### src/sv/dpaq_pkg.sv
`timescale 1ns / 1ps
`default_nettype none
// ----------------------------------------------------------------------------
// dpaq_pkg
// Shared types and constants for the pending address queue with recent
// duplicate suppression.
// ----------------------------------------------------------------------------
package dpaq_pkg;

  localparam int DEPTH    = 256;
  localparam int LOOKBACK = 8;
  localparam int ADDR_W   = 32;
  localparam int IDX_W    = $clog2(DEPTH);
  localparam int CNT_W    = $clog2(DEPTH + 1);
  localparam int STAT_W   = 3;

  // operation codes
  localparam logic OP_OBSERVE = 1'b0;
  localparam logic OP_POP     = 1'b1;

  // result status codes
  localparam logic [STAT_W-1:0] ST_STORED      = 3'd0;
  localparam logic [STAT_W-1:0] ST_DUP         = 3'd1;
  localparam logic [STAT_W-1:0] ST_ZERO        = 3'd2;
  localparam logic [STAT_W-1:0] ST_STORED_DROP = 3'd3;
  localparam logic [STAT_W-1:0] ST_POPPED      = 3'd4;
  localparam logic [STAT_W-1:0] ST_EMPTY       = 3'd5;

  typedef enum logic {
    S_IDLE,
    S_POP
  } state_t;

  typedef struct packed {
    logic              operation;
    logic [ADDR_W-1:0] address;
  } item_t;

  typedef struct packed {
    logic [STAT_W-1:0] status;
    logic [ADDR_W-1:0] popped_address;
    logic [CNT_W-1:0]  remaining;
  } result_t;

  // slot index with wrap at DEPTH; sum is below 2*DEPTH
  function automatic logic [IDX_W-1:0] wrap_idx(input logic [CNT_W:0] s);
    logic [CNT_W:0] w;
    w = (s >= (CNT_W + 1)'(DEPTH)) ? s - (CNT_W + 1)'(DEPTH) : s;
    return w[IDX_W-1:0];
  endfunction

endpackage
`default_nettype wire

### src/sv/dpaq_window.sv
`timescale 1ns / 1ps
`default_nettype none
// ----------------------------------------------------------------------------
// dpaq_window
// Recent-append window: the last appended addresses, newest first, compared
// in parallel against a query. Only the newest min(count, LOOKBACK) count.
// ----------------------------------------------------------------------------
module dpaq_window (
  input  wire logic                         clk,
  input  wire logic                         push,
  input  wire logic [dpaq_pkg::ADDR_W-1:0]  push_addr,
  input  wire logic [dpaq_pkg::CNT_W-1:0]   count,
  input  wire logic [dpaq_pkg::ADDR_W-1:0]  query,
  output logic                              hit
);
  import dpaq_pkg::*;

  logic [ADDR_W-1:0] win [LOOKBACK];
  logic [LOOKBACK-1:0] match;

  always_ff @(posedge clk) begin
    if (push) begin
      win[0] <= push_addr;
      for (int i = 1; i < LOOKBACK; i++) begin
        win[i] <= win[i-1];
      end
    end
  end

  // entry i holds a queued address only while i < count
  always_comb begin
    for (int i = 0; i < LOOKBACK; i++) begin
      match[i] = (CNT_W'(i) < count) && (win[i] == query);
    end
  end

  assign hit = |match;

endmodule
`default_nettype wire

### config.mk
export PLATFORM = sky130hd
export DESIGN_NAME = dpaq_window
export DESIGN_NICKNAME = d
export VERILOG_FILES = /design/src/sv/dpaq_pkg.sv /design/src/sv/dpaq_window.sv
export SDC_FILE = /design/constraint.sdc
export NUM_CORES = 1
export LEC_CHECK = 0
export ABC_AREA = 1
export BUFFER_PORTS_ARGS = -buffer_cell sky130_fd_sc_hd__buf_2
export CAP_MARGIN = 5
export CORE_MARGIN = 1.5
export CORE_UTILIZATION = 47
export DETAILED_ROUTE_END_ITERATION = 10
export MAX_ROUTING_LAYER = met4
export PLACE_DENSITY = 0.72
export RECOVER_POWER = 25
export SETUP_SLACK_MARGIN = 0.15
export SLEW_MARGIN = 0
export SYNTH_ARGS = -nofsm -noshare
export SYNTH_HDL_FRONTEND = slang
export SYNTH_SLANG_ARGS = --single-unit
### constraint.sdc
create_clock -name clk -period 1.5 [get_ports clk]
set_input_delay 0.075 -clock clk [delete_from_list [all_inputs] [get_ports clk]]
set_output_delay 0.075 -clock clk [all_outputs]
set_load 0.1 [all_outputs]
==> qor.csv <==
metric;value;unit
crit path time final;2320;ps
all-layer global routing usage;0.225;
setup violators final;45;
Hold Path Cell Cnt;2;
Worst path max stage delay;450;ps
die height;162;um
most frequent cells in the layout;nand2_1, edfxtp_1, xnor2_1, inv_1, nor2_1;
count of cell types in the netlist;18;
die area;0.0262;mm^2
IO Count;76;
cell mode on critical path;nand2_1;
Post-Syn Nets;1112;
Initial Utilization;0.483;
failing checks;negative setup slack;
YS warnings;0;
Vias;7695;
max-slew violations;0;
core area;0.0245;mm^2
Adder-Cell Fraction of Synth Area;0;
startpoint class of the critical path;register;
Avg Inst Size Synth;11.4;um^2
commonest non-fill, non-tap cell in the layout;nand2_1;
outcome;finished with violations;
final hold violation count;0;
Final GP Congestion;0.956;
CP Data Arrival Time;2250;ps
Top reg by flops;win;
Cell Count Post-Placement;1485;
critical path start-end classification;reg2out;
family with the most delay on the worst path;simple AND/OR/NAND/NOR gates;
I/O Buffers;75;
Yosys reg bits;256;
grt total ovfl;0;
area share of xor/xnor cells in the synthesized design;0.135;
Clock Skews;21.4;ps
Max-slew headroom;0.650;
Worst Tran Pin Value;524;ps
synthesized cell area;0.0119;mm^2
end of the worst hold path;win[0][14];
final WL;28.2;mm
Top Registers;win: 256 flops;
largest family of logic cells by synthesized area;simple AND/OR/NAND/NOR gates;
compound-cell area share of the yosys netlist;0.00591;
Worst Setup Slack, final;-821;ps
non-filler cells in the finished layout;1575;
maximum vdd drop;0.00110;V
Place WS;-357;ps
Tcrit/Tclk final;1.55;
Synth Instances;1037;
RSZ-0062 raised after global routing;true;
CP bufs+invs;1;
Area growth, synth to finish;21.1;%
DRT Pass-1 Iters;5;
footprint of the multi-input gates;0.00345;mm^2
switching power;4120;uW
nets;1304;
largest net degree at the start of global routing;89;
Worst Hold Launch;push_addr[14];
sequential fraction of the synthesis area;0.648;
CTS Buffer Depth;3;
reg2reg setup slack;580;ps
max reg flops;256;
share of cells above drive strength 1;0.185;
Critical-path top delay cell;edfxtp_1;
final antenna-violating net count;0;
R2R Path End;win[0][61];
Worst Setup End Kind;output port;
TritonCTS Buffers;28;
filler cell count;2041;
Internal Power;12900;uW
cell taking the most area after synthesis;edfxtp_1;
die span in x;162;um
initial antenna violation count;0;
proportion of netlist area held by the largest area contributor;0.648;
DR DRC count;0;
switching share of power;0.242;
Max Cap Violations;0;
DR WL/cell;17.9;um
P per Cell Area;1190;mW/mm^2
Clock Power Share;0.378;
vias in the first global route;7489;
Crit Path Max Fanout;2;
leakage power;0.00578;uW
critical path, cell by cell;xnor2_2 > nand2_1 > nor2_2 > nand2_1 > nor2_1 > nand3_1 > nand2_2 > nor2_4 > nand2_4 > buf_12;
FF/Latch Area;0.00769;mm^2
Antenna Cells;0;
CTS Sinks;256;
TritonCTS clock tree;yes;
Area contributors post-synth;edfxtp_1, xnor2_1, nand2_1;
H-tree Lvls;1;
Reg clk slew, reported paths;60;ps
R2R Path Start;win[0][29];
Max Freq;0.431;GHz
Worst-Skew Late Latency;560;ps
mux contribution to synthesized area;0;
Combinational Power Share;0.110;
Synth Area in Simple Gates;0.140;
Hold Crit Class;in2reg;
Flop pwr share;0.512;
Fin Hold WS;214;ps
Critical Path RT;1420;ps
root buffer selected by CTS;clkbuf_16;
reg2reg path depth;2;
hpwl dp;20.9;mm
first-pass GRT wire length;42.3;mm
initial drt markers;747;
vias per cell;4.89;
# rows;57;
cells by family after synthesis:
family                 after synthesis
buffers and inverters              157
AO/OA/AOI/OAI                       14
AND/OR/NAND/NOR                    427
flip-flops                         256
XOR/XNOR                           183
synth_stat cells:
library cell,instances
or2_0,1
nand2_2,1
buf_4,1
nand2_1,311
a21oi_1,1
and3_1,1
inv_2,15
nand3_1,11
nor2_1,86
o21ai_0,8
inv_1,107
xnor2_1,178
nand4_1,16
buf_6,31
inv_4,3
o21ai_1,5
edfxtp_1,256
xor2_1,5
area by class of cell:
class	count	area share
Multi-Input combinational cell	624	0.240
Timing Repair Buffer	194	0.103
Clock inverter	13	0.00767
Inverter	125	0.0332
Tap cell	324	0.0282
Clock buffer	39	0.0517
Sequential cell	256	0.536
stage by stage:
stage / utilization / area [um^2] / total power (uW) / setup TNS (ps)
6_report: 0.585 / 14400 / 17000 / -1800
5_1_grt: 0.585 / 14400 / 17600 / -7380
4_1_cts: 0.583 / 14300 / 17100 / -754
3_5_place_dp: 0.532 / 13000 / 10600 / -357
3_3_place_gp: 0.532 / 13000 / 10600 / -374
2_1_floorplan: - / 11900 / 9760 / 0
timing repair:
item,in CTS,in global routing
pin swaps,6,11
resized for setup,11,11
buffers inserted,3,2
gates cloned,0,0
setup endpoints to repair,1,1
endpoints found under the hold margin,53,0
hold buffers,33,0
power groups by stage:
stage          sequential (uW)  clock, uW  combinational [uW]
2_1_floorplan             8750          0                1010
6_report                  8710       6430                1870
5_1_grt                   8750       6790                2050
3_5_place_dp              8840          0                1760
3_3_place_gp              8810          0                1750
4_1_cts                   8700       6510                1860
worst register-to-register path: cells and delay by family (launching register included):
family | cells | cell delay, ps
buf+inv | 2 | 270
flops | 1 | 410
layer usage:
layer | wire length (um) | global-route usage | vias to the layer above | share of wire
li1 | - | - | 3691 | -
met1 | 12100 | 0.311 | 3625 | 0.43
met2 | 12800 | 0.342 | 316 | 0.45
met3 | 2120 | 0.0273 | 63 | 0.075
met4 | 1210 | 0.0909 | 0 | 0.043
met5 | 0 | - | - | 0
worst max-delay path by stage:
stage	startpoint	cells past startpoint	slack [ps]	to
finish	win[0][9]	10	-820	hit
floorplan	win[0][47]	9	180	hit
detailed placement	win[0][17]	10	-360	hit
global route	win[0][88]	10	-880	hit
CTS	win[0][9]	10	-750	hit
global placement	win[0][17]	10	-370	hit
No activity file was read; power rests on OpenSTA's default activity.
